**src/hw/rtl/rtpma_pkg.sv**
```systemverilog
// Shared constants, stage payload type and arctangent table for the
// rectangular-to-polar converter. No dependencies.
`timescale 1ns / 1ps
`default_nettype none

package rtpma_pkg;

   localparam int COORD_WIDTH    = 16;
   localparam int CORDIC_STEPS   = 16;
   localparam int GUARD_BITS     = 8;

   // |coord| needs the full field width to hold 2^(COORD_WIDTH-1)
   localparam int ABS_WIDTH      = COORD_WIDTH;
   // sign bit plus headroom for CORDIC growth (about 2.33x worst case)
   localparam int DP_WIDTH       = COORD_WIDTH + GUARD_BITS + 3;
   // angle accumulator, degrees in Q16, signed
   localparam int Z_WIDTH        = 25;
   localparam int STEP_IDX_WIDTH = (CORDIC_STEPS > 1) ? $clog2(CORDIC_STEPS) : 1;
   localparam int TABLE_LEN      = 24;
   localparam int TBL_IDX_WIDTH  = $clog2(TABLE_LEN);

   // reciprocal of the CORDIC gain in Q30, with the finite step correction
   localparam int GAIN_WIDTH     = 30;
   localparam logic [63:0] GAIN_FULL = 64'd652032874
      + ((64'd434688583 + (64'd1 << (2 * CORDIC_STEPS - 1))) >> (2 * CORDIC_STEPS));
   localparam logic [GAIN_WIDTH-1:0] GAIN_Q30 = GAIN_FULL[GAIN_WIDTH-1:0];

   localparam int XF_WIDTH       = DP_WIDTH - 1;
   localparam int PROD_WIDTH     = XF_WIDTH + GAIN_WIDTH;
   localparam int ROUND_WIDTH    = PROD_WIDTH + 1;
   localparam int MAG_SHIFT      = 34;
   localparam int MAGF_WIDTH     = ROUND_WIDTH - MAG_SHIFT;
   localparam int MAG_WIDTH      = 20;

   localparam int ANGLE_WIDTH    = 15;
   localparam int ANGLE_MAX      = 23040;
   localparam int ANGLE_DROP     = 8;
   localparam int ZS_WIDTH       = Z_WIDTH + 1 - ANGLE_DROP;

   typedef struct packed {
      logic signed [DP_WIDTH-1:0] x;
      logic signed [DP_WIDTH-1:0] y;
      logic signed [Z_WIDTH-1:0]  z;
      logic                       ax_zero;
      logic                       ay_zero;
   } vec_type;

   // round(atan(2^-i) * 180/pi * 2^16)
   function automatic logic [Z_WIDTH-1:0] atan_q16(input logic [TBL_IDX_WIDTH-1:0] idx);
      logic [Z_WIDTH-1:0] val;
      case (idx)
         5'd0:    val = Z_WIDTH'(2949120);
         5'd1:    val = Z_WIDTH'(1740967);
         5'd2:    val = Z_WIDTH'(919879);
         5'd3:    val = Z_WIDTH'(466945);
         5'd4:    val = Z_WIDTH'(234379);
         5'd5:    val = Z_WIDTH'(117304);
         5'd6:    val = Z_WIDTH'(58666);
         5'd7:    val = Z_WIDTH'(29335);
         5'd8:    val = Z_WIDTH'(14668);
         5'd9:    val = Z_WIDTH'(7334);
         5'd10:   val = Z_WIDTH'(3667);
         5'd11:   val = Z_WIDTH'(1833);
         5'd12:   val = Z_WIDTH'(917);
         5'd13:   val = Z_WIDTH'(458);
         5'd14:   val = Z_WIDTH'(229);
         5'd15:   val = Z_WIDTH'(115);
         5'd16:   val = Z_WIDTH'(57);
         5'd17:   val = Z_WIDTH'(29);
         5'd18:   val = Z_WIDTH'(14);
         5'd19:   val = Z_WIDTH'(7);
         5'd20:   val = Z_WIDTH'(4);
         5'd21:   val = Z_WIDTH'(2);
         5'd22:   val = Z_WIDTH'(1);
         default: val = '0;
      endcase
      return val;
   endfunction

endpackage

`default_nettype wire

```
**src/hw/rtl/rtpma_prep.sv**
```systemverilog
// Input stage: folds both components into the first quadrant and
// scales them up by the guard bits. Depends on rtpma_pkg.
`timescale 1ns / 1ps
`default_nettype none

module rtpma_prep (
   input  wire logic                                     clock,
   input  wire logic                                     reset,
   input  wire logic                                     in_valid,
   output logic                                          in_ready,
   input  wire logic signed [rtpma_pkg::COORD_WIDTH-1:0] coord_x,
   input  wire logic signed [rtpma_pkg::COORD_WIDTH-1:0] coord_y,
   output logic                                          out_valid,
   input  wire logic                                     out_ready,
   output rtpma_pkg::vec_type                            out_data
);

   logic                          valid_ff;
   logic                          valid_in;
   rtpma_pkg::vec_type            data_ff;
   rtpma_pkg::vec_type            data_in;
   logic [rtpma_pkg::ABS_WIDTH-1:0] abs_x;
   logic [rtpma_pkg::ABS_WIDTH-1:0] abs_y;

   // two's complement negate; the most negative code maps to 2^(W-1) unsigned
   assign abs_x = coord_x[rtpma_pkg::COORD_WIDTH-1] ? (~coord_x + 1'b1) : coord_x;
   assign abs_y = coord_y[rtpma_pkg::COORD_WIDTH-1] ? (~coord_y + 1'b1) : coord_y;

   always_comb begin
      data_in.x       = rtpma_pkg::DP_WIDTH'({abs_x, {rtpma_pkg::GUARD_BITS{1'b0}}});
      data_in.y       = rtpma_pkg::DP_WIDTH'({abs_y, {rtpma_pkg::GUARD_BITS{1'b0}}});
      data_in.z       = '0;
      data_in.ax_zero = (abs_x == '0);
      data_in.ay_zero = (abs_y == '0);
   end

   assign in_ready = !valid_ff || out_ready;
   assign valid_in = in_ready ? in_valid : valid_ff;

   always_ff @(posedge clock) begin
      if (reset) begin
         valid_ff <= 1'b0;
      end else begin
         valid_ff <= valid_in;
      end
   end

   always_ff @(posedge clock) begin
      if (in_valid && in_ready) begin
         data_ff <= data_in;
      end
   end

   assign out_valid = valid_ff;
   assign out_data  = data_ff;

endmodule

`default_nettype wire

```
**config.mk**
```make
export PLATFORM = sky130hd
export DESIGN_NAME = rtpma_prep
export DESIGN_NICKNAME = d
export VERILOG_FILES = /design/src/hw/rtl/rtpma_pkg.sv /design/src/hw/rtl/rtpma_prep.sv
export SDC_FILE = /design/constraint.sdc
export NUM_CORES = 1
export LEC_CHECK = 0
export BUFFER_PORTS_ARGS = -buffer_cell sky130_fd_sc_hd__buf_2
export CAP_MARGIN = 5
export CORE_ASPECT_RATIO = 0.7
export CORE_MARGIN = 1
export CORE_UTILIZATION = 46
export CTS_CLUSTER_SIZE = 25
export DETAILED_ROUTE_END_ITERATION = 12
export PLACE_DENSITY = 0.91
export SYNTH_ARGS = -nofsm -noshare
export SYNTH_HDL_FRONTEND = slang
export SYNTH_SLANG_ARGS = --single-unit
export TNS_END_PERCENT = 20
```
**constraint.sdc**
```tcl
create_clock -name clock -period 3.7 [get_ports clock]
set_clock_uncertainty 0.2 [all_clocks]
set_input_delay 0.74 -clock clock [delete_from_list [all_inputs] [get_ports clock]]
set_output_delay 0.74 -clock clock [all_outputs]
set_load 0.01 [all_outputs]
```
; ---- Yosys cells after proc, flatten, opt, wreduce, memory -nomap -nowiden
; Index checks and enable logic that the tools add are counted.
[totals]
elab_cells = 16
inputBits = 36
register_bits = 35
[classes]
mux = 2
n_addsub = 2
bitwise_logic = 2
n_reduce_logical = 5
[op_table]
columns = cell, count
row1 = adder 16 x 1 -> 16 bit (second input constant), 2
row2 = logical NOT 16 bit, 2
row3 = two-way mux 16 bit, 2
row4 = inverter 16 bit, 2
row5 = logical AND 1 bit, 1
row6 = logical NOT 1 bit, 1
row7 = logical OR 1 bit, 1

; ---- Longest topological paths before layout
[logic_depth]
word_depth = 4
ltp_mapped = 8

; ---- Least setup slack after synthesis
; Ideal clock, no wire load.
[synth_path]
kind = in2reg
from = input coord_y[2] (netlist bit)
to = register data_ff (netlist bit out_data[0]), data pin
slack_ns = 0.869
required_ns = 3.244
stages = 8
t_arrival_ns = 2.374
cell_sequence = buf_6 > or4_4 > or3_1 > buf_6 > o31ai_4 > xnor2_1 > nor3_1 > and4b_1
[synth_rtl]
columns = element, line_no
row1 = start: declaration, rtpma_prep.sv:12  ; input wire logic signed [rtpma_pkg::COORD_WIDTH-1:0] coord_y,
row2 = end signal: assignment, rtpma_prep.sv:50  ; data_ff <= data_in;
row3 = end: declaration, rtpma_prep.sv:20  ; rtpma_pkg::vec_type data_ff;

==> flow_metrics.py <==
metrics = {
    "global_routing": {
        "grt_pass1_wl_um": 7003,
        "grt_overflow": 0,
        "grt_pass1_vias": 1482,
        "grt_max_degree": 35,
        "antenna_found_initial": 0,
        "grt_usage_pct": 16.70,
    },
    "clocking": {
        "h-tree-depth": 2,
        "cts_tree": "done",
        "cts_buffers": 5,
        "cts_resized": 0,
        "clk_pin_slew_ns": 0.07,
        "root_buffer": "clkbuf_8",
        "clock-sinks": 35,
        "clkLatencyLatePin_ns": 0.28,
        "cts_setup_buffers": 0,
        "cts_max_path_buffers": 2,
        "hold_buffers": 0,
    },
    "place": {
        "gp_congestion": 0.8954,
        "dpl_worst_slack_ns": 0.5038,
        "port_buffers": 71,
        "place_area_um2": 2608,
        "dp_hpwl_um": 3606,
    },
    "critical_path": {
        "worst-path-max-fanout": 6,
        "required_ns": 3.60,
        "slowest_stage": "or3b_1",
        "path_delay_family": "simple AND/OR/NAND/NOR gates",
        "critPathMaxStageDelay_ns": 0.43,
        "worst_setup_path_start_kind": "primary input",
        "critPathArrivalTime_ns": 2.84,
        "rrSetupSlack_ns": 2.23,
        "path_buf_inv": 2,
        "worstPathCellList": "buf_2 > inv_1 > ha_1 > or3b_1 > or2_1 > nor3_2 > mux2i_1 > a2111o_1 > nor4_2",
        "critPathKind": "in2reg",
        "cp-end-kind": "register",
    },
    "run_status": {
        "outcome": "finished clean",
    },
    "drt": {
        "ant_nets": 0,
        "drtIter0Drc": 182,
        "wl_per_cell_um": 12.43,
        "drc": 0,
        "dr.pass1.iters": 4,
        "wirelength_um": 4563,
        "num_vias": 1807,
        "viasPerCell": 4.924,
    },
    "logic_synthesis": {
        "ys_seq_area_share_pct": 43.81,
        "synth_top_cell_by_area": "edfxtp_1",
        "ys_seq_elements": 35,
        "synthFlopType": "edfxtp_1",
        "synth_edf_count": 34,
        "synthArstFlopShare_pct": 0,
        "synth_cell_types": 46,
        "netlist_instances": 225,
        "synth_top_area_share_pct": 42.97,
        "avgSynthCellArea_um2": 10.56,
        "yosys-top-cells-count": "buf_4 (47), edfxtp_1 (34), xnor2_1 (26)",
        "synth_area_leaders": "edfxtp_1 (43%), buf_4 (15%), xnor2_1 (9.6%)",
        "yosysMostFrequentCell": "buf_4",
        "syn_area_um2": 2376,
        "yosysWarnings": 0,
    },
    "timing": {
        "final_max_slew_viol_count": 0,
        "max_clock_freq_mhz": 340.1,
        "period_needed_ns": 2.940,
        "whs_ns": 0.3244,
        "hold_violations": 0,
        "finalWorstSetupSlack_ns": 0.7596,
        "rsz0062_at_grt": "false",
        "fin_crit_sh_pct": 79.47,
        "setup_viol": 0,
        "fin_setup_tns_ns": 0,
    },
    "floorplan": {
        "coreArea_um2": 4861,
        "initial_core_util_pct": 48.88,
        "die_x_um": 87.90,
        "die-area_um2": 5461,
        "fp-row-count": 21,
        "die_h_um": 62.13,
        "ios": 119,
    },
    "layout": {
        "drive_above_1_share_pct": 29.53,
        "n_antenna_cell": 0,
        "nets": 335,
        "stdcell_area_um2": 2693,
        "area_growth_pct": 13.32,
    },
    "power_and_ir_drop": {
        "leakagePower_nw": 1.087,
        "ir_drop_uv": 147.2,
        "powerDensity_nw_per_um2": 350.5,
    },
    "flow_run": {
        "drv_cap": 0,
    },
    "min_path": {
        "hold_class": "reg2reg",
    },
}
[worst register-to-register path, stage by stage, from the launching register on]
cell and delay [ns]:
dfxtp_1 0.31, nand2b_1 0.10, and2_1 0.13, buf_4 0.38
[cell families after synthesis]
kind of cell / synth area share [%]
compound gates: 11.43
xor+xnor: 9.584
fa+ha+maj: 1.053
buf+inv: 17.69
flops: 43.81
mux: 0.8952
other cells: 0.1578
simple gates: 15.38
[through the flow]
stage | cells | util (%) | total power, mW
final | 367 | 55.39 | 0.9438
after global routing | 367 | 55.39 | 0.9930
after CTS | 367 | 55.39 | 0.9483
after detailed placement | 359 | 53.64 | 0.6887
after global placement | 359 | 53.64 | 0.6812
after floorplan | 271 | - | 0.6451
[report_power, final]
part / internal (mW) / total (mW) / switching, mW / leakage [nW]
sequential: 0.474 / 0.481 / 0.00693 / 0.338
combinational: 0.0727 / 0.201 / 0.128 / 0.708
clock: 0.131 / 0.262 / 0.131 / 0.0412
[final cells by class]
cell class	count	area (um2)
Clock buffer	6	72.57
Sequential cell	35	1041
Multi-Input combinational cell	175	1087
Timing Repair Buffer	72	362.8
Clock inverter	2	12.51
Tap cell	69	86.33
Fill cell	392	2168
Inverter	8	30.03
[registers in the layout, indices dropped and copies added, names as in the netlist]
signal and flops:
out_valid 1, out_data 34
[per-layer routing]
metal,GRT usage (%),part of all wire (%)
met1,23.64,45
met2,25.29,44
met3,3.324,9.3
met5,0,0
met4,5.738,1.6
[final timing paths]
kind	startpoint	to	depth (start not counted)
worst max-delay path	coord_x[1]	out_data[1]	9
worst max register to register	out_valid	out_data[35]	3
worst min register to register	out_valid	out_valid	2
worst min-delay path	out_valid	out_valid	2
[cell usage in the layout (no fill, tap or decap), types with 2 or more instances in the layout]
cell,n
buf_2,71
conb_1,47
edfxtp_1,34
xnor2_1,26
o21ai_0,14
nand2_1,12
inv_1,8
nor3_1,7
nand2b_1,7
clkbuf_8,5
nor4_1,4
o21ai_1,4
or3_1,4
or4_1,4
nor2_1,4
nand3_1,4
or2_1,3
o31ai_1,3
o41ai_1,3
o31ai_4,2
a21oi_1,2
a32oi_1,2
nor4b_1,2
ha_1,2
Note: power is estimated with default switching activity, not from simulation.
