**src/hw/rtl/rtpma_pkg.sv**
```systemverilog
// Shared constants, stage payload type and arctangent table for the
// rectangular-to-polar converter. No dependencies.
`timescale 1ns / 1ps
`default_nettype none

package rtpma_pkg;

   localparam int COORD_WIDTH    = 16;
   localparam int CORDIC_STEPS   = 16;
   localparam int GUARD_BITS     = 8;

   // |coord| needs the full field width to hold 2^(COORD_WIDTH-1)
   localparam int ABS_WIDTH      = COORD_WIDTH;
   // sign bit plus headroom for CORDIC growth (about 2.33x worst case)
   localparam int DP_WIDTH       = COORD_WIDTH + GUARD_BITS + 3;
   // angle accumulator, degrees in Q16, signed
   localparam int Z_WIDTH        = 25;
   localparam int STEP_IDX_WIDTH = (CORDIC_STEPS > 1) ? $clog2(CORDIC_STEPS) : 1;
   localparam int TABLE_LEN      = 24;
   localparam int TBL_IDX_WIDTH  = $clog2(TABLE_LEN);

   // reciprocal of the CORDIC gain in Q30, with the finite step correction
   localparam int GAIN_WIDTH     = 30;
   localparam logic [63:0] GAIN_FULL = 64'd652032874
      + ((64'd434688583 + (64'd1 << (2 * CORDIC_STEPS - 1))) >> (2 * CORDIC_STEPS));
   localparam logic [GAIN_WIDTH-1:0] GAIN_Q30 = GAIN_FULL[GAIN_WIDTH-1:0];

   localparam int XF_WIDTH       = DP_WIDTH - 1;
   localparam int PROD_WIDTH     = XF_WIDTH + GAIN_WIDTH;
   localparam int ROUND_WIDTH    = PROD_WIDTH + 1;
   localparam int MAG_SHIFT      = 34;
   localparam int MAGF_WIDTH     = ROUND_WIDTH - MAG_SHIFT;
   localparam int MAG_WIDTH      = 20;

   localparam int ANGLE_WIDTH    = 15;
   localparam int ANGLE_MAX      = 23040;
   localparam int ANGLE_DROP     = 8;
   localparam int ZS_WIDTH       = Z_WIDTH + 1 - ANGLE_DROP;

   typedef struct packed {
      logic signed [DP_WIDTH-1:0] x;
      logic signed [DP_WIDTH-1:0] y;
      logic signed [Z_WIDTH-1:0]  z;
      logic                       ax_zero;
      logic                       ay_zero;
   } vec_type;

   // round(atan(2^-i) * 180/pi * 2^16)
   function automatic logic [Z_WIDTH-1:0] atan_q16(input logic [TBL_IDX_WIDTH-1:0] idx);
      logic [Z_WIDTH-1:0] val;
      case (idx)
         5'd0:    val = Z_WIDTH'(2949120);
         5'd1:    val = Z_WIDTH'(1740967);
         5'd2:    val = Z_WIDTH'(919879);
         5'd3:    val = Z_WIDTH'(466945);
         5'd4:    val = Z_WIDTH'(234379);
         5'd5:    val = Z_WIDTH'(117304);
         5'd6:    val = Z_WIDTH'(58666);
         5'd7:    val = Z_WIDTH'(29335);
         5'd8:    val = Z_WIDTH'(14668);
         5'd9:    val = Z_WIDTH'(7334);
         5'd10:   val = Z_WIDTH'(3667);
         5'd11:   val = Z_WIDTH'(1833);
         5'd12:   val = Z_WIDTH'(917);
         5'd13:   val = Z_WIDTH'(458);
         5'd14:   val = Z_WIDTH'(229);
         5'd15:   val = Z_WIDTH'(115);
         5'd16:   val = Z_WIDTH'(57);
         5'd17:   val = Z_WIDTH'(29);
         5'd18:   val = Z_WIDTH'(14);
         5'd19:   val = Z_WIDTH'(7);
         5'd20:   val = Z_WIDTH'(4);
         5'd21:   val = Z_WIDTH'(2);
         5'd22:   val = Z_WIDTH'(1);
         default: val = '0;
      endcase
      return val;
   endfunction

endpackage

`default_nettype wire

```
**src/hw/rtl/rtpma_cordic_stage.sv**
```systemverilog
// One vectoring micro-rotation with its own register stage.
// The step index is tied to a constant per instance. Depends on rtpma_pkg.
`timescale 1ns / 1ps
`default_nettype none

module rtpma_cordic_stage (
   input  wire logic                                  clock,
   input  wire logic                                  reset,
   input  wire logic [rtpma_pkg::STEP_IDX_WIDTH-1:0]  stage_idx,
   input  wire logic                                  in_valid,
   output logic                                       in_ready,
   input  wire rtpma_pkg::vec_type                    in_data,
   output logic                                       out_valid,
   input  wire logic                                  out_ready,
   output rtpma_pkg::vec_type                         out_data
);

   logic                                  valid_ff;
   logic                                  valid_in;
   rtpma_pkg::vec_type                    data_ff;
   rtpma_pkg::vec_type                    data_in;
   logic signed [rtpma_pkg::DP_WIDTH-1:0] x_cur;
   logic signed [rtpma_pkg::DP_WIDTH-1:0] y_cur;
   logic signed [rtpma_pkg::DP_WIDTH-1:0] dx;
   logic signed [rtpma_pkg::DP_WIDTH-1:0] dy;
   logic [rtpma_pkg::Z_WIDTH-1:0]         step_angle;

   always_comb begin
      x_cur      = in_data.x;
      y_cur      = in_data.y;
      // arithmetic shift rounds toward minus infinity
      dx         = y_cur >>> stage_idx;
      dy         = x_cur >>> stage_idx;
      step_angle = rtpma_pkg::atan_q16(rtpma_pkg::TBL_IDX_WIDTH'(stage_idx));
      data_in    = in_data;
      if (y_cur > 0) begin
         data_in.x = x_cur + dx;
         data_in.y = y_cur - dy;
         data_in.z = in_data.z + $signed(step_angle);
      end else begin
         data_in.x = x_cur - dx;
         data_in.y = y_cur + dy;
         data_in.z = in_data.z - $signed(step_angle);
      end
   end

   assign in_ready = !valid_ff || out_ready;
   assign valid_in = in_ready ? in_valid : valid_ff;

   always_ff @(posedge clock) begin
      if (reset) begin
         valid_ff <= 1'b0;
      end else begin
         valid_ff <= valid_in;
      end
   end

   always_ff @(posedge clock) begin
      if (in_valid && in_ready) begin
         data_ff <= data_in;
      end
   end

   assign out_valid = valid_ff;
   assign out_data  = data_ff;

endmodule

`default_nettype wire

```
**config.mk**
```make
export PLATFORM = sky130hd
export DESIGN_NAME = rtpma_cordic_stage
export DESIGN_NICKNAME = d
export VERILOG_FILES = /design/src/hw/rtl/rtpma_pkg.sv /design/src/hw/rtl/rtpma_cordic_stage.sv
export SDC_FILE = /design/constraint.sdc
export NUM_CORES = 1
export LEC_CHECK = 0
export ABC_AREA = 0
export BUFFER_PORTS_ARGS = -buffer_cell sky130_fd_sc_hd__buf_2
export CORE_MARGIN = 2
export CORE_UTILIZATION = 37
export DETAILED_ROUTE_END_ITERATION = 12
export PLACE_DENSITY_LB_ADDON = 0.05
export SLEW_MARGIN = 20
export SYNTH_ARGS = -nofsm -noshare
export SYNTH_HDL_FRONTEND = slang
export SYNTH_SLANG_ARGS = --single-unit
```
**constraint.sdc**
```tcl
create_clock -name clock -period 17.1 [get_ports clock]
set_clock_uncertainty 0.2 [all_clocks]
set_input_delay 2.565 -clock clock [delete_from_list [all_inputs] [get_ports clock]]
set_output_delay 2.565 -clock clock [all_outputs]
set_load 0.1 [all_outputs]
```
After elaboration in Yosys (flattened, before gate mapping)

Memories as Yosys holds them, arrays and structs flattened.
Index checks and enable logic that the tools add are counted.

Register bits after elaboration: 82
ROM bits: 352
Input port bits: 89
Logic and storage cells: 20
Memories kept: 1

Add/subtract/negate cells: 6
$lt $le $gt $ge: 1
Shifts and indexed selects: 2
Muxes and demuxes: 1
Reductions and logical operators: 3

Memory list:

| name             | depth | width | read ports | clocked after Yosys merged registers in | wr ports | line            | RTL |
|---|---|---|---|---|---|---|---|
| (name not given) | 16    | 22    | 1          | 0                                       | 0        | rtpma_pkg.sv:51 | `case (idx)` |

Operators with widths:

| kind                                                           | count |
|---|---|
| two-way mux 79 bit                                             | 1 |
| adder 27 bit                                                   | 2 |
| >>> shifter 27 x 4 -> 27 bit                                   | 2 |
| subtractor 27 bit                                              | 2 |
| greater-than comparator 27 x 1 -> 1 bit, second input constant | 1 |
| adder 25 bit                                                   | 1 |
| subtractor 25 bit                                              | 1 |
| logical AND 1 bit                                              | 1 |
| zero test 1 bit                                                | 1 |
| logical OR 1 bit                                               | 1 |

Longest topological paths before layout

Depth in word-level cells: 3
Mapped depth: 26

Least setup slack after synthesis

Ideal clock, no wire load.

Path kind: input -> register
Start point: input port stage_idx[2] (netlist name)
End point: register data_ff, in the netlist out_data[52] (data pin)
Library setup time: 0.158 ns
Arrival: 7.456 ns
Required time: 16.742 ns
Setup slack: 9.286 ns
Cell stages on the path: 23
Path through: inv_1 > buf_1 > buf_2 > buf_1 > clkbuf_1 > o211ai_1 > o21ai_0 > ha_1 > o21ai_0 > nor2b_1 > a21oi_1 > xor2_1 > ha_1 > a21o_1 > a211oi_1 > a2bb2oi_1 > o21ai_1 > a221o_1 > a21oi_1 > o21ai_0 > or4_1 > a2111o_1 > o211ai_1

RTL lines:

| item                 | line                     | RTL |
|---|---|---|
| from (decl)          | rtpma_cordic_stage.sv:9  | `input wire logic [rtpma_pkg::STEP_IDX_WIDTH-1:0] stage_idx,` |
| to (signal assigned) | rtpma_cordic_stage.sv:60 | `data_ff <= data_in;` |
| to (decl)            | rtpma_cordic_stage.sv:20 | `rtpma_pkg::vec_type data_ff;` |

==> impl_summary.txt <==
----------------------------------------------------
[Power and ir drop]
  Switching part of the total power ... 0.529
  Clk network pwr share ... 0.142
  Static Leak ... 5.24 nW
  Worst supply voltage drop on vdd ... roughly 0.056 mV
  Internal Pwr Total ... 627 uW
  Sequential power share ... 0.225
  Areal power density over the cells ... about 100 mW/mm2
  Design Power ... between 1 and 1.5 mW
  NetSw ... 704 uW
  Combinational Power Share ... 0.633

[Clocking]
  Clk root buf ... clkbuf_16
  TritonCTS Buffers ... 9
  Max Root-Sink Buffers ... 2
  Clock transition at path regs ... about 0.06 ns
  Hold-fix buffers, CTS ... 0
  Number of buffers added for setup after CTS ... 0
  Clk sink count ... 82
  Resized cells post-CTS ... 0
  Worst skew pair latency ... roughly 0.35 ns
  H-tree depth ... 3
  CTS tree ... yes

[Synth]
  Average cell area after synthesis ... 9.02 um2
  #FFs+latches synth ... 82
  Cell variety after synth ... 87
  Most frequent cell after synthesis ... nor2_1
  Top-area cell type share of the netlist area ... 0.213
  Total number of yosys warnings ... 0
  Cells taking the most area after synthesis ... edfxtp_1 21%, ha_1 9.9%, mux4_2 8.1%
  Top post-synthesis cells by count ... 106 x nor2_1, 105 x a21oi_1, 103 x nand2_1
  Post-synth top area cell ... edfxtp_1
  Async set-or-reset flop fraction in the synthesized netlist ... 0
  Most frequently used flop master after synthesis ... edfxtp_1
  Proportion of synthesized chip area in sequential cells ... 0.215
  Instance count of the mapped netlist ... 1265
  Total standard cell area after synthesis ... about 0.011 mm2
  Post-synth EDFFs ... roughly 80
  Syn nets ... 1447

[Global routing]
  Largest net degree at the start of global routing ... a little over 90
  GRT Resource Usage Total ... 0.210
  First-pass GRT wire length ... 54.6 mm
  Remaining global-route overflow ... 0
  Number of global-route vias before repair ... 10100
  Number of antenna violations at the first check in global routing ... 0

[Drt]
  Post-DR wirelength/cell ... about 19 um
  Via Count ... between 10000 and 15000
  Final antenna-violating net count ... 0
  Total wire length after detailed routing ... 34.3 mm
  DR iter-0 viols ... around 570
  Count of unresolved DRC violations after routing ... 0
  Detail-routed via count per cell ... around 5.7
  DRT Pass-1 Iters ... 5

[Timing]
  Setup repair after global routing missed its margin ... false
  Number of max-slew violations in the final report ... 0
  Final Hold Viols ... 0
  Max Clk Rate ... 113 MHz
  Final worst-path cycle share ... 0.516
  Number of setup violations in the final report ... 0
  Total negative setup slack ... 0 ns
  Post-route minimum period ... 8.82 ns
  Slew headroom ... 0.336
  Actual slew at the worst max-slew pin ... around 1 ns

[Setup path]
  Kind of critical path ... in2reg
  Worst path cell trace ... buf_4, buf_4, mux2_2, mux4_2, a21oi_1, ha_1, o21ai_0, nor2b_1, a21oi_1, xor2_1, ha_1, a21o_1, a211oi_1, a2bb2oi_1, o21ai_1, a221o_1, a21oi_1, o21ai_0, or4_1, a2111o_1, o211ai_1
  Crit start category ... input pin
  Crit path max fanout ... 48
  Largest stage delay on the critical path ... roughly 0.60 ns
  Worst setup EP type ... register
  Required @ worst endpoint ... about 17 ns
  Most common cell type on the critical path ... a21oi_1
  Arrival time worst endpoint ... about 9 ns
  Worst-path cell with the longest stage delay ... buf_4

[Final layout]
  Antenna cells ... 0
  Layout cells sized above 1 ... 0.210
  Filler cell count ... a little over 3000
  Final core utilization ... 0.417
  Sequential standard cell area ... 0.00245 mm2
  Area taken by multi-input logic gates ... 0.00845 mm2
  Layout area overhead ... 11.6%
  Number of cells in the finished layout apart from fillers ... 1794
  Post-layout net count ... approximately 1600

[Placement]
  Count of port buffers added during placement ... 171
  Weighted congestion reported at the end of routability-driven placement ... 0.837
  Number of cells in the design after placement ... 1778
  Final HPWL DP ... about 26 mm

[Min path]
  Hold crit path type ... reg2reg

[Run]
  Number of maximum-capacitance constraint violations ... 0

[Floorplanning]
  Num rows ... between 60 and 70
  Core region area ... 0.0305 mm2
  I/O Pins ... 172
  Overall die height ... 180 um
  Starting density of the core ... 0.374
  Overall die area ... roughly 0.032 mm2
  Die width ... approximately 180 um

[Run status]
  Run status ... complete, no violations

----------------------------------------------------
## critical path, delay by kind of cell
kind	cells	cell delay (ns)
compound gates	12	2.61
buf+inv	2	1.07
mux	2	0.93
simple gates	2	0.83
fa+ha+maj	2	0.57
xor+xnor	1	0.19
## registers in the layout (all words and copies together) (netlist names)
signal	count
out_valid	1
out_data	81
## final cells by class
type / instances / share of cell area
Timing Repair Buffer: 179 / 0.0722
Sequential cell: 82 / 0.193
Multi-Input combinational cell: 1083 / 0.664
Inverter: 38 / 0.0112
Clock buffer: 11 / 0.0183
Tap cell: 396 / 0.0389
Clock inverter: 5 / 0.00256
## logic make-up after synthesis
group | synth area share
adder cells (fa/ha/maj) | 0.104
XOR/XNOR | 0.101
AND/OR/NAND/NOR | 0.156
AO/OA/AOI/OAI | 0.201
buffers and inverters | 0.0445
multiplexers | 0.179
flip-flops | 0.215
## path summary, 6_finish.rpt
kind	start	endpoint	slack [ns]	depth (start not counted)
setup reg to reg	out_valid$_SDFFE_PP0N_	out_data[53]$_DFFE_PP_	14.96	3
hold reg to reg	out_valid$_SDFFE_PP0N_	out_valid$_SDFFE_PP0N_	0.32	2
hold / removal	out_valid$_SDFFE_PP0N_	out_valid$_SDFFE_PP0N_	0.32	2
setup / recovery	stage_idx[1]	out_data[52]$_DFFE_PP_	8.28	21
## layout by cell type, fill, tap and decap left out, types with 9 or more instances in the layout
master	netlist	routed
buf_2	16	170
a211oi_1	13	13
nor3_1	19	19
a21o_1	26	26
inv_1	34	34
a21oi_1	105	105
buf_4	11	9
o21ai_0	82	82
xor2_1	38	38
o21bai_1	14	14
mux4_1	11	11
and2_1	17	16
mux2i_1	50	50
nor4_1	11	11
o21a_1	14	14
nand2b_1	17	17
nor2_1	106	105
nor2b_1	15	15
nand2_1	103	103
mux2_2	26	26
xnor2_1	93	93
ha_1	90	90
clkbuf_16	0	9
and3_1	21	21
a31oi_1	24	24
mux4_2	41	41
edfxtp_1	81	81
nand3_1	19	19
## stage by stage
stage               hold WS [ns]  worst slack, ns  instance area, um2
CTS                        0.341             8.26               12700
global placement           0.324             7.89               12500
global route               0.379             7.71               12700
floorplan                   1.53             9.29               11400
finish                     0.325             8.28               12700
detailed placement         0.329             7.92               12500
## layer usage
metal	global-route usage	share of wire	vias to the layer above	routed length, um
met3	0.0269	0.039	42	1330
met4	0.0598	0.021	0	715
met5	0	0	-	0
li1	-	-	5027	-
met2	0.362	0.48	266	16500
met1	0.275	0.46	4857	15700
## power groups by stage
stage | logic (mW) | registers, mW | clock network [mW]
after detailed placement | 0.841 | 0.303 | 0
after global placement | 0.845 | 0.304 | 0
final | 0.843 | 0.299 | 0.189
after global routing | 0.907 | 0.305 | 0.204
after floorplan | 0.383 | 0.616 | 0
after CTS | 0.847 | 0.300 | 0.197
No activity file was read; power rests on OpenSTA's default activity.
