**src/hw/rtl/rtpma_pkg.sv**
```systemverilog
// Shared constants, stage payload type and arctangent table for the
// rectangular-to-polar converter. No dependencies.
`timescale 1ns / 1ps
`default_nettype none

package rtpma_pkg;

   localparam int COORD_WIDTH    = 16;
   localparam int CORDIC_STEPS   = 16;
   localparam int GUARD_BITS     = 8;

   // |coord| needs the full field width to hold 2^(COORD_WIDTH-1)
   localparam int ABS_WIDTH      = COORD_WIDTH;
   // sign bit plus headroom for CORDIC growth (about 2.33x worst case)
   localparam int DP_WIDTH       = COORD_WIDTH + GUARD_BITS + 3;
   // angle accumulator, degrees in Q16, signed
   localparam int Z_WIDTH        = 25;
   localparam int STEP_IDX_WIDTH = (CORDIC_STEPS > 1) ? $clog2(CORDIC_STEPS) : 1;
   localparam int TABLE_LEN      = 24;
   localparam int TBL_IDX_WIDTH  = $clog2(TABLE_LEN);

   // reciprocal of the CORDIC gain in Q30, with the finite step correction
   localparam int GAIN_WIDTH     = 30;
   localparam logic [63:0] GAIN_FULL = 64'd652032874
      + ((64'd434688583 + (64'd1 << (2 * CORDIC_STEPS - 1))) >> (2 * CORDIC_STEPS));
   localparam logic [GAIN_WIDTH-1:0] GAIN_Q30 = GAIN_FULL[GAIN_WIDTH-1:0];

   localparam int XF_WIDTH       = DP_WIDTH - 1;
   localparam int PROD_WIDTH     = XF_WIDTH + GAIN_WIDTH;
   localparam int ROUND_WIDTH    = PROD_WIDTH + 1;
   localparam int MAG_SHIFT      = 34;
   localparam int MAGF_WIDTH     = ROUND_WIDTH - MAG_SHIFT;
   localparam int MAG_WIDTH      = 20;

   localparam int ANGLE_WIDTH    = 15;
   localparam int ANGLE_MAX      = 23040;
   localparam int ANGLE_DROP     = 8;
   localparam int ZS_WIDTH       = Z_WIDTH + 1 - ANGLE_DROP;

   typedef struct packed {
      logic signed [DP_WIDTH-1:0] x;
      logic signed [DP_WIDTH-1:0] y;
      logic signed [Z_WIDTH-1:0]  z;
      logic                       ax_zero;
      logic                       ay_zero;
   } vec_type;

   // round(atan(2^-i) * 180/pi * 2^16)
   function automatic logic [Z_WIDTH-1:0] atan_q16(input logic [TBL_IDX_WIDTH-1:0] idx);
      logic [Z_WIDTH-1:0] val;
      case (idx)
         5'd0:    val = Z_WIDTH'(2949120);
         5'd1:    val = Z_WIDTH'(1740967);
         5'd2:    val = Z_WIDTH'(919879);
         5'd3:    val = Z_WIDTH'(466945);
         5'd4:    val = Z_WIDTH'(234379);
         5'd5:    val = Z_WIDTH'(117304);
         5'd6:    val = Z_WIDTH'(58666);
         5'd7:    val = Z_WIDTH'(29335);
         5'd8:    val = Z_WIDTH'(14668);
         5'd9:    val = Z_WIDTH'(7334);
         5'd10:   val = Z_WIDTH'(3667);
         5'd11:   val = Z_WIDTH'(1833);
         5'd12:   val = Z_WIDTH'(917);
         5'd13:   val = Z_WIDTH'(458);
         5'd14:   val = Z_WIDTH'(229);
         5'd15:   val = Z_WIDTH'(115);
         5'd16:   val = Z_WIDTH'(57);
         5'd17:   val = Z_WIDTH'(29);
         5'd18:   val = Z_WIDTH'(14);
         5'd19:   val = Z_WIDTH'(7);
         5'd20:   val = Z_WIDTH'(4);
         5'd21:   val = Z_WIDTH'(2);
         5'd22:   val = Z_WIDTH'(1);
         default: val = '0;
      endcase
      return val;
   endfunction

endpackage

`default_nettype wire

```
**src/hw/rtl/rtpma_post.sv**
```systemverilog
// Output end: gain multiply in one stage, then rounding, saturation and
// the angle fold into the result register. Depends on rtpma_pkg.
`timescale 1ns / 1ps
`default_nettype none

module rtpma_post (
   input  wire logic                                   clock,
   input  wire logic                                   reset,
   input  wire logic                                   in_valid,
   output logic                                        in_ready,
   input  wire rtpma_pkg::vec_type                     in_data,
   output logic                                        out_valid,
   input  wire logic                                   out_ready,
   output logic [rtpma_pkg::MAG_WIDTH-1:0]             magnitude,
   output logic [rtpma_pkg::ANGLE_WIDTH-1:0]           angle_deg
);

   // multiply stage
   logic                                   mul_valid_ff;
   logic                                   mul_valid_in;
   logic                                   mul_ready;
   logic [rtpma_pkg::PROD_WIDTH-1:0]       prod_ff;
   logic [rtpma_pkg::PROD_WIDTH-1:0]       prod_in;
   logic signed [rtpma_pkg::Z_WIDTH-1:0]   z_ff;
   logic                                   ax_zero_ff;
   logic                                   ay_zero_ff;
   logic signed [rtpma_pkg::DP_WIDTH-1:0]  x_cur;
   logic [rtpma_pkg::XF_WIDTH-1:0]         x_pos;

   // result stage
   logic                                   rsp_valid_ff;
   logic                                   rsp_valid_in;
   logic                                   rsp_load;
   logic [rtpma_pkg::MAG_WIDTH-1:0]        mag_ff;
   logic [rtpma_pkg::MAG_WIDTH-1:0]        mag_in;
   logic [rtpma_pkg::ANGLE_WIDTH-1:0]      ang_ff;
   logic [rtpma_pkg::ANGLE_WIDTH-1:0]      ang_in;
   logic [rtpma_pkg::ROUND_WIDTH-1:0]      mag_sum;
   logic [rtpma_pkg::MAGF_WIDTH-1:0]       mag_full;
   logic [rtpma_pkg::Z_WIDTH-1:0]          z_pos;
   logic [rtpma_pkg::Z_WIDTH:0]            z_round;
   logic [rtpma_pkg::ZS_WIDTH-1:0]         z_scaled;

   always_comb begin
      x_cur   = in_data.x;
      x_pos   = (x_cur > 0) ? x_cur[rtpma_pkg::XF_WIDTH-1:0] : '0;
      prod_in = rtpma_pkg::PROD_WIDTH'(x_pos) * rtpma_pkg::PROD_WIDTH'(rtpma_pkg::GAIN_Q30);
   end

   assign rsp_load     = !rsp_valid_ff || out_ready;
   assign mul_ready    = !mul_valid_ff || rsp_load;
   assign in_ready     = mul_ready;
   assign mul_valid_in = mul_ready ? in_valid : mul_valid_ff;
   assign rsp_valid_in = rsp_load ? mul_valid_ff : rsp_valid_ff;

   always_ff @(posedge clock) begin
      if (reset) begin
         mul_valid_ff <= 1'b0;
         rsp_valid_ff <= 1'b0;
      end else begin
         mul_valid_ff <= mul_valid_in;
         rsp_valid_ff <= rsp_valid_in;
      end
   end

   always_ff @(posedge clock) begin
      if (in_valid && mul_ready) begin
         prod_ff    <= prod_in;
         z_ff       <= in_data.z;
         ax_zero_ff <= in_data.ax_zero;
         ay_zero_ff <= in_data.ay_zero;
      end
   end

   always_comb begin
      // round to nearest: (P + 2^33) >> 34
      mag_sum  = {1'b0, prod_ff}
               + (rtpma_pkg::ROUND_WIDTH'(1) << (rtpma_pkg::MAG_SHIFT - 1));
      mag_full = mag_sum[rtpma_pkg::ROUND_WIDTH-1:rtpma_pkg::MAG_SHIFT];
      if (rtpma_pkg::ROUND_WIDTH'(mag_full)
          > rtpma_pkg::ROUND_WIDTH'((64'd1 << rtpma_pkg::MAG_WIDTH) - 64'd1)) begin
         mag_in = '1;
      end else begin
         mag_in = rtpma_pkg::MAG_WIDTH'(mag_full);
      end

      z_pos    = z_ff[rtpma_pkg::Z_WIDTH-1] ? '0 : z_ff;
      z_round  = {1'b0, z_pos} + (rtpma_pkg::Z_WIDTH + 1)'(1 << (rtpma_pkg::ANGLE_DROP - 1));
      z_scaled = z_round[rtpma_pkg::Z_WIDTH:rtpma_pkg::ANGLE_DROP];

      // vertical zero wins (covers the zero vector), then horizontal zero
      if (ay_zero_ff) begin
         ang_in = '0;
      end else if (ax_zero_ff) begin
         ang_in = rtpma_pkg::ANGLE_WIDTH'(rtpma_pkg::ANGLE_MAX);
      end else if (z_scaled > rtpma_pkg::ZS_WIDTH'(rtpma_pkg::ANGLE_MAX)) begin
         ang_in = rtpma_pkg::ANGLE_WIDTH'(rtpma_pkg::ANGLE_MAX);
      end else begin
         ang_in = rtpma_pkg::ANGLE_WIDTH'(z_scaled);
      end
   end

   always_ff @(posedge clock) begin
      if (rsp_load && mul_valid_ff) begin
         mag_ff <= mag_in;
         ang_ff <= ang_in;
      end
   end

   assign out_valid = rsp_valid_ff;
   assign magnitude = mag_ff;
   assign angle_deg = ang_ff;

endmodule

`default_nettype wire

```
**config.mk**
```make
export PLATFORM = sky130hd
export DESIGN_NAME = rtpma_post
export DESIGN_NICKNAME = d
export VERILOG_FILES = /design/src/hw/rtl/rtpma_pkg.sv /design/src/hw/rtl/rtpma_post.sv
export SDC_FILE = /design/constraint.sdc
export NUM_CORES = 1
export LEC_CHECK = 0
export BUFFER_PORTS_ARGS = -buffer_cell sky130_fd_sc_hd__buf_2
export CAP_MARGIN = 20
export CORE_MARGIN = 2
export CORE_UTILIZATION = 45
export DETAILED_ROUTE_END_ITERATION = 6
export PLACE_DENSITY = 0.61
export SYNTH_ARGS = -nofsm -noshare
export SYNTH_HDL_FRONTEND = slang
export SYNTH_SLANG_ARGS = --single-unit
export TNS_END_PERCENT = 30
```
**constraint.sdc**
```tcl
create_clock -name clock -period 13 [get_ports clock]
set_input_delay 2.6 -clock clock [delete_from_list [all_inputs] [get_ports clock]]
set_output_delay 2.6 -clock clock [all_outputs]
set_load 0.03 [all_outputs]
```
; ---- Yosys cells after proc, flatten, opt, wreduce, memory -nomap -nowiden
; Cells that the tools add are included.
[op_classes]
n_reduce_logical = 7
magnitude_cmp = 3
n_mul = 1
addsub = 2
mux = 4
[ops]
columns = cell, count
row1 = 56-bit by 34-bit adder with 57-bit output (second input constant), 1
row2 = 26-bit by 29-bit multiplier with 55-bit output (second input constant), 1
row3 = 15-bit two-way mux, 2
row4 = 27-bit by 1-bit > comparator with 1-bit output (second input constant), 1
row5 = 26-bit two-way mux, 1
row6 = 24-bit by 8-bit adder with 25-bit output (second input constant), 1
row7 = 24-bit two-way mux, 1
row8 = 23-bit by 20-bit > comparator with 1-bit output (second input constant), 1
row9 = 17-bit by 15-bit > comparator with 1-bit output (second input constant), 1
row10 = 3-bit OR reduction, 1
row11 = 1-bit logical AND, 2
row12 = 1-bit zero test, 2
row13 = 1-bit logical OR, 2
[word_totals]
ff_bits = 119
word_cells = 26
out_inout_bits = 37
input_bits = 85

; ---- Longest topological paths before layout
[depth]
ltp_word = 5
ltp_mapped = 34
ltp_nobuf = 29

; ---- Worst setup path after synthesis
; Ideal clock, no wire load.
[synth_timing]
kind = input -> register
start = input in_data[64] (netlist name)
end = register prod_ff[48] (netlist name), data pin
slack_ps = 2992
path_stages = 28
arrival_ps = 9747
n_path_buf = 3
t_required_ps = 12739
path_cell_list = or4_1 > nor4_1 > a41oi_1 > clkbuf_1 > clkbuf_1 > nand2_1 > inv_1 > ha_1 > inv_1 > fa_1 > fa_1 > inv_1 > fa_1 > fa_1 > fa_1 > inv_1 > fa_1 > inv_1 > ha_1 > o21a_1 > nor2_1 > o211ai_1 > a221o_1 > nand3_1 > o211a_1 > buf_2 > o21bai_4 > o311a_1
[synth_between]
elab_chain_len = 3
[synth_lines]
columns = element, line
row1 = "start, declared", rtpma_post.sv:11  ; input wire rtpma_pkg::vec_type in_data,
row2 = 27-bit by 1-bit > comparator with 1-bit output, rtpma_post.sv:46  ; x_pos = (x_cur > 0) ? x_cur[rtpma_pkg::XF_WIDTH-1:0] : '0;
row3 = 26-bit two-way mux *, rtpma_post.sv:46
row4 = 26-bit by 29-bit multiplier with 55-bit output *, rtpma_post.sv:47  ; prod_in = rtpma_pkg::PROD_WIDTH'(x_pos) * rtpma_pkg::PROD_WIDTH'(rtpma_pkg::GAIN_Q30);
row5 = "named net prod_in, one bit", rtpma_post.sv:23  ; logic [rtpma_pkg::PROD_WIDTH-1:0] prod_in;
row6 = "end signal, assigned", rtpma_post.sv:68  ; prod_ff <= prod_in;
row7 = "end, declared", rtpma_post.sv:22  ; logic [rtpma_pkg::PROD_WIDTH-1:0] prod_ff;
; The timed path passes the listed nets; every way through them passes the cells marked *.
; A chain may end at the register's enable or synchronous reset.

; ---- Worst setup path after layout
[layout_timing]
start = input in_data[64] (netlist name)
end = register prod_ff[49] (netlist name), data pin
; Same word-level chain as after synthesis.

==> flow_summary.rst <==
.. list-table::
   :header-rows: 1

   * - Metric
     - Value
   * - Antenna violation net count after detailed routing
     - 0
   * - Area share of and/or/nand/nor cells after synthesis
     - 8.262%
   * - Total congestion overflow
     - 0
   * - Required time at the worst-slack endpoint
     - 13.08 ns
   * - Initial DRC count
     - between 600 and 700
   * - Residual DRC count
     - 0
   * - Worst Min Path Start
     - mul_valid_ff
   * - Synth warnings
     - 0
   * - Total nets after synthesis
     - 2326
   * - Clock period minus worst slack
     - 11.16 ns
   * - Post-synthesis register bit count
     - 80
   * - First-pass GRT wire length
     - 66.96 mm
   * - Most common cell type on the critical path
     - sky130_fd_sc_hd__fa_1
   * - Post-placement cell area
     - ~18000 sq um
   * - Worst Setup End Kind
     - register
   * - Number of synthesized flops with an enable pin
     - just under 80
   * - Share of flip-flops with an asynchronous set or reset after synthesis
     - 0%
   * - Unrepaired setup endpoints after global routing
     - false
   * - Root cell of the clock tree
     - sky130_fd_sc_hd__clkbuf_16
   * - Core area
     - 37400 sq um
   * - Startpoint Class
     - input pin
   * - Part of the cycle the worst path needs
     - approximately 86%
   * - Number of sinks driven by the clock tree
     - 80
   * - Launch point of the critical path
     - in_data[64]
   * - Max-cap viol count
     - 0
   * - Maximum number of pins on one net before global-route repair
     - 44
   * - Cell type group with the largest total delay on the critical path
     - adder cells
   * - Starting density of the core
     - roughly 45%
   * - Final antenna diode count
     - 0
   * - Total CTS buffers
     - 9
   * - Total Wirelength
     - 42.87 mm
   * - Number of top-level design ports
     - ~120
   * - Area of the die
     - 39190 sq um
   * - Final number of setup-violating endpoints
     - 0
   * - Worst endpoint data arrival time
     - around 11 ns
   * - Synth Area per Inst
     - 10.11 sq um
   * - Vias in the first global route
     - 11833
   * - Insertion delay to the later sink of the worst-skew pair
     - approximately 0.33 ns
   * - Kind of path behind the tightest hold check
     - register to register
   * - Portion of synthesized cell area occupied by the leading cell type
     - 37.60%
   * - Post-detail-place hpwl
     - 39.14 mm
   * - Post-layout nets
     - 2407
   * - Deepest level of the CTS H-tree
     - 3
   * - Final Hold Viols
     - 0
   * - CTS Hold Buffers Added
     - 0
   * - Parity-gate share of the synthesized area counting xor and xnor cells
     - between 3 and 4%
   * - Result of the run
     - finished, final reports clean
   * - Total vias in the final route
     - 11269
   * - Number of antenna violations at the first check in global routing
     - 0
   * - Area share of fa/ha/maj cells after synthesis
     - between 50 and 60%
   * - Buffer count from post-CTS setup fixing
     - 0
   * - Clock transition at the registers of the reported paths
     - ~0.06 ns
   * - Row Count
     - ~70
   * - Count of mapped cells out of synthesis
     - about 1700
   * - TritonCTS clock tree
     - yes
   * - Unique masters post-synth
     - 69
   * - Mux share of post-synthesis cell area
     - 0.2143%
   * - Proportion of synthesized chip area in sequential cells
     - between 10 and 15%
   * - Worst hold slack
     - 0.5168 ns
   * - Worst-Margin Slew
     - 0.9908 ns
   * - Slowest stage cell, crit path
     - sky130_fd_sc_hd__fa_1
   * - CP max stage delay
     - 0.58 ns
   * - Vertical die dimension
     - a little under 200 um
   * - Quantity of gates resized following cts
     - 0
   * - Max-slew headroom at the worst pin
     - 33.95%
   * - Clock skew after layout
     - 0.003845 ns
   * - Number of buffer and inverter instances along the worst setup path
     - 6
   * - DIE WIDTH
     - just under 200 um
   * - Buffers from clock root to sink, at most
     - 2
   * - Number of iterations in the first detailed-routing pass
     - 5
   * - Final-report max-slew violation count
     - 0
   * - Final instance area
     - around 18000 sq um
   * - Fraction of layout cells with a size suffix above 1
     - 7.447%
   * - Overall track demand over capacity in global routing
     - a little under a quarter
   * - Crit Path Max Fanout
     - 23
   * - Most frequently used flop master after synthesis
     - sky130_fd_sc_hd__edfxtp_1
   * - Achievable clock frequency
     - 89.60 MHz
   * - Final RePlAce weighted congestion
     - 0.9478
   * - Number of vias per cell
     - 4.964
   * - Netlist area before placement
     - 16930 sq um
   * - Mean routed wirelength per cell
     - 18.89 um
   * - Type of the worst setup path
     - input pin to register
   * - Area growth from synthesis to final layout
     - 7.804%
   * - Compound-gate portion of the synthesized area
     - just under 7%
   * - Leading area contributor after synthesis
     - sky130_fd_sc_hd__fa_1
   * - IO Port Bufs
     - 87
   * - Leading cell types by total area after synthesis
     - sky130_fd_sc_hd__fa_1 (38%), sky130_fd_sc_hd__ha_1 (18%), sky130_fd_sc_hd__edfxtp_1 (14%), sky130_fd_sc_hd__inv_1 (11%), sky130_fd_sc_hd__nand2_1 (1.9%)
   * - Largest family of logic cells by synthesized area
     - adder cells
   * - Startpoint of the most critical register-to-register path
     - z_ff[24]
   * - Setup tns final
     - 0 ns
-- per-layer routing --
layer | vias up | wire length [um] | track usage [%] | share of wire [%]
met5 | - | 0 | 0 | 0
met4 | 0 | 702 | 4.400 | 1.6
met3 | 25 | 1996 | 2.708 | 4.7
met2 | 257 | 19890 | 37.81 | 46
met1 | 5573 | 20290 | 32.59 | 47
li1 | 5414 | - | - | -
-- cells in the mapped netlist, types with 12 or more instances --
cell type                    n
sky130_fd_sc_hd__a21oi_1    54
sky130_fd_sc_hd__o21ai_0    27
sky130_fd_sc_hd__edfxtp_1   78
sky130_fd_sc_hd__ha_1      249
sky130_fd_sc_hd__xor2_1     25
sky130_fd_sc_hd__nand4_1    20
sky130_fd_sc_hd__fa_1      318
sky130_fd_sc_hd__nor2b_1    13
sky130_fd_sc_hd__nand2_1    84
sky130_fd_sc_hd__nor2_1     56
sky130_fd_sc_hd__and2_1     12
sky130_fd_sc_hd__nand3_1    27
sky130_fd_sc_hd__a21o_1     25
sky130_fd_sc_hd__inv_1     489
sky130_fd_sc_hd__nor3_1     13
sky130_fd_sc_hd__xnor2_1    36
-- registers in the layout (all words and copies together), names as in the netlist --
signal,flops
prod_ff,23
magnitude,20
z_ff,18
angle_deg,15
ax_zero_ff,1
ay_zero_ff,1
mul_valid_ff,1
out_valid,1
-- worst min-delay path, delay by kind of cell, from the launching register on --
kind / cells / cell delay [ns]
flip-flops: 1 / 0.33
AND/OR/NAND/NOR: 2 / 0.14
-- stage by stage --
stage | setup WS (ns) | cells | utilization, %
after global routing | 1.409 | 2270 | 48.80
after floorplan | 2.992 | 1674 | -
after CTS | 1.794 | 2270 | 48.80
after detailed placement | 1.469 | 2255 | 47.97
after global placement | 1.487 | 2255 | 47.97
final | 1.839 | 2270 | 48.80
-- placed cells by master, fill, tap and decap left out, types with 3 or more instances in the layout --
cell and count:
sky130_fd_sc_hd__a21oi_1 54, sky130_fd_sc_hd__nor2_1 56, sky130_fd_sc_hd__or3_1 6, sky130_fd_sc_hd__inv_1 489, sky130_fd_sc_hd__or2_2 9, sky130_fd_sc_hd__a31oi_1 11, sky130_fd_sc_hd__nand4_1 20, sky130_fd_sc_hd__xnor2_1 36
sky130_fd_sc_hd__o21ai_0 27, sky130_fd_sc_hd__a211oi_1 6, sky130_fd_sc_hd__edfxtp_1 78, sky130_fd_sc_hd__o211ai_1 9, sky130_fd_sc_hd__clkbuf_16 9, sky130_fd_sc_hd__nand3_1 27, sky130_fd_sc_hd__o21bai_1 8, sky130_fd_sc_hd__ha_1 249
sky130_fd_sc_hd__nand2_1 84, sky130_fd_sc_hd__nand2b_1 5, sky130_fd_sc_hd__xor2_1 25, sky130_fd_sc_hd__nor4_1 8, sky130_fd_sc_hd__and4_1 5, sky130_fd_sc_hd__nor2b_1 12, sky130_fd_sc_hd__and2_1 11, sky130_fd_sc_hd__a21o_1 25
sky130_fd_sc_hd__a221oi_1 3, sky130_fd_sc_hd__nor3_1 13, sky130_fd_sc_hd__a211o_1 3, sky130_fd_sc_hd__o21a_1 5, sky130_fd_sc_hd__buf_2 87, sky130_fd_sc_hd__o2111ai_1 3, sky130_fd_sc_hd__and3_1 8, sky130_fd_sc_hd__fa_1 318
-- logic make-up after synthesis --
kind of cell | Yosys count
adders and majority gates | 567
buffers and inverters | 507
and+or+nand+nor | 279
AOI/OAI and AO/OA | 177
DFF | 80
xor gates and xnor gates | 61
muxes | 3
-- path summary, 6_finish.rpt --
| check | endpoint | slack (ns) | depth (start not counted) |
|---|---|---|---|
| worst max register to register | angle_deg[8] | 9.94 | 10 |
| worst max-delay path | prod_ff[49] | 1.84 | 27 |
| worst min-delay path | out_valid | 0.52 | 2 |
| worst min register to register | out_valid | 0.52 | 2 |
-- final cells by class --
cell class	instances	area [sq um]
Clock buffer	10	229.0
Clock inverter	5	81.33
Fill cell	3547	19150
Inverter	490	1839
Multi-Input combinational cell	1087	12650
Sequential cell	80	2382
Tap cell	511	639.4
Timing Repair Buffer	87	435.4
Power is left out: the tool's default activity adds up to more than one toggle a clock period on the data nets, which glitch-free logic cannot reach.
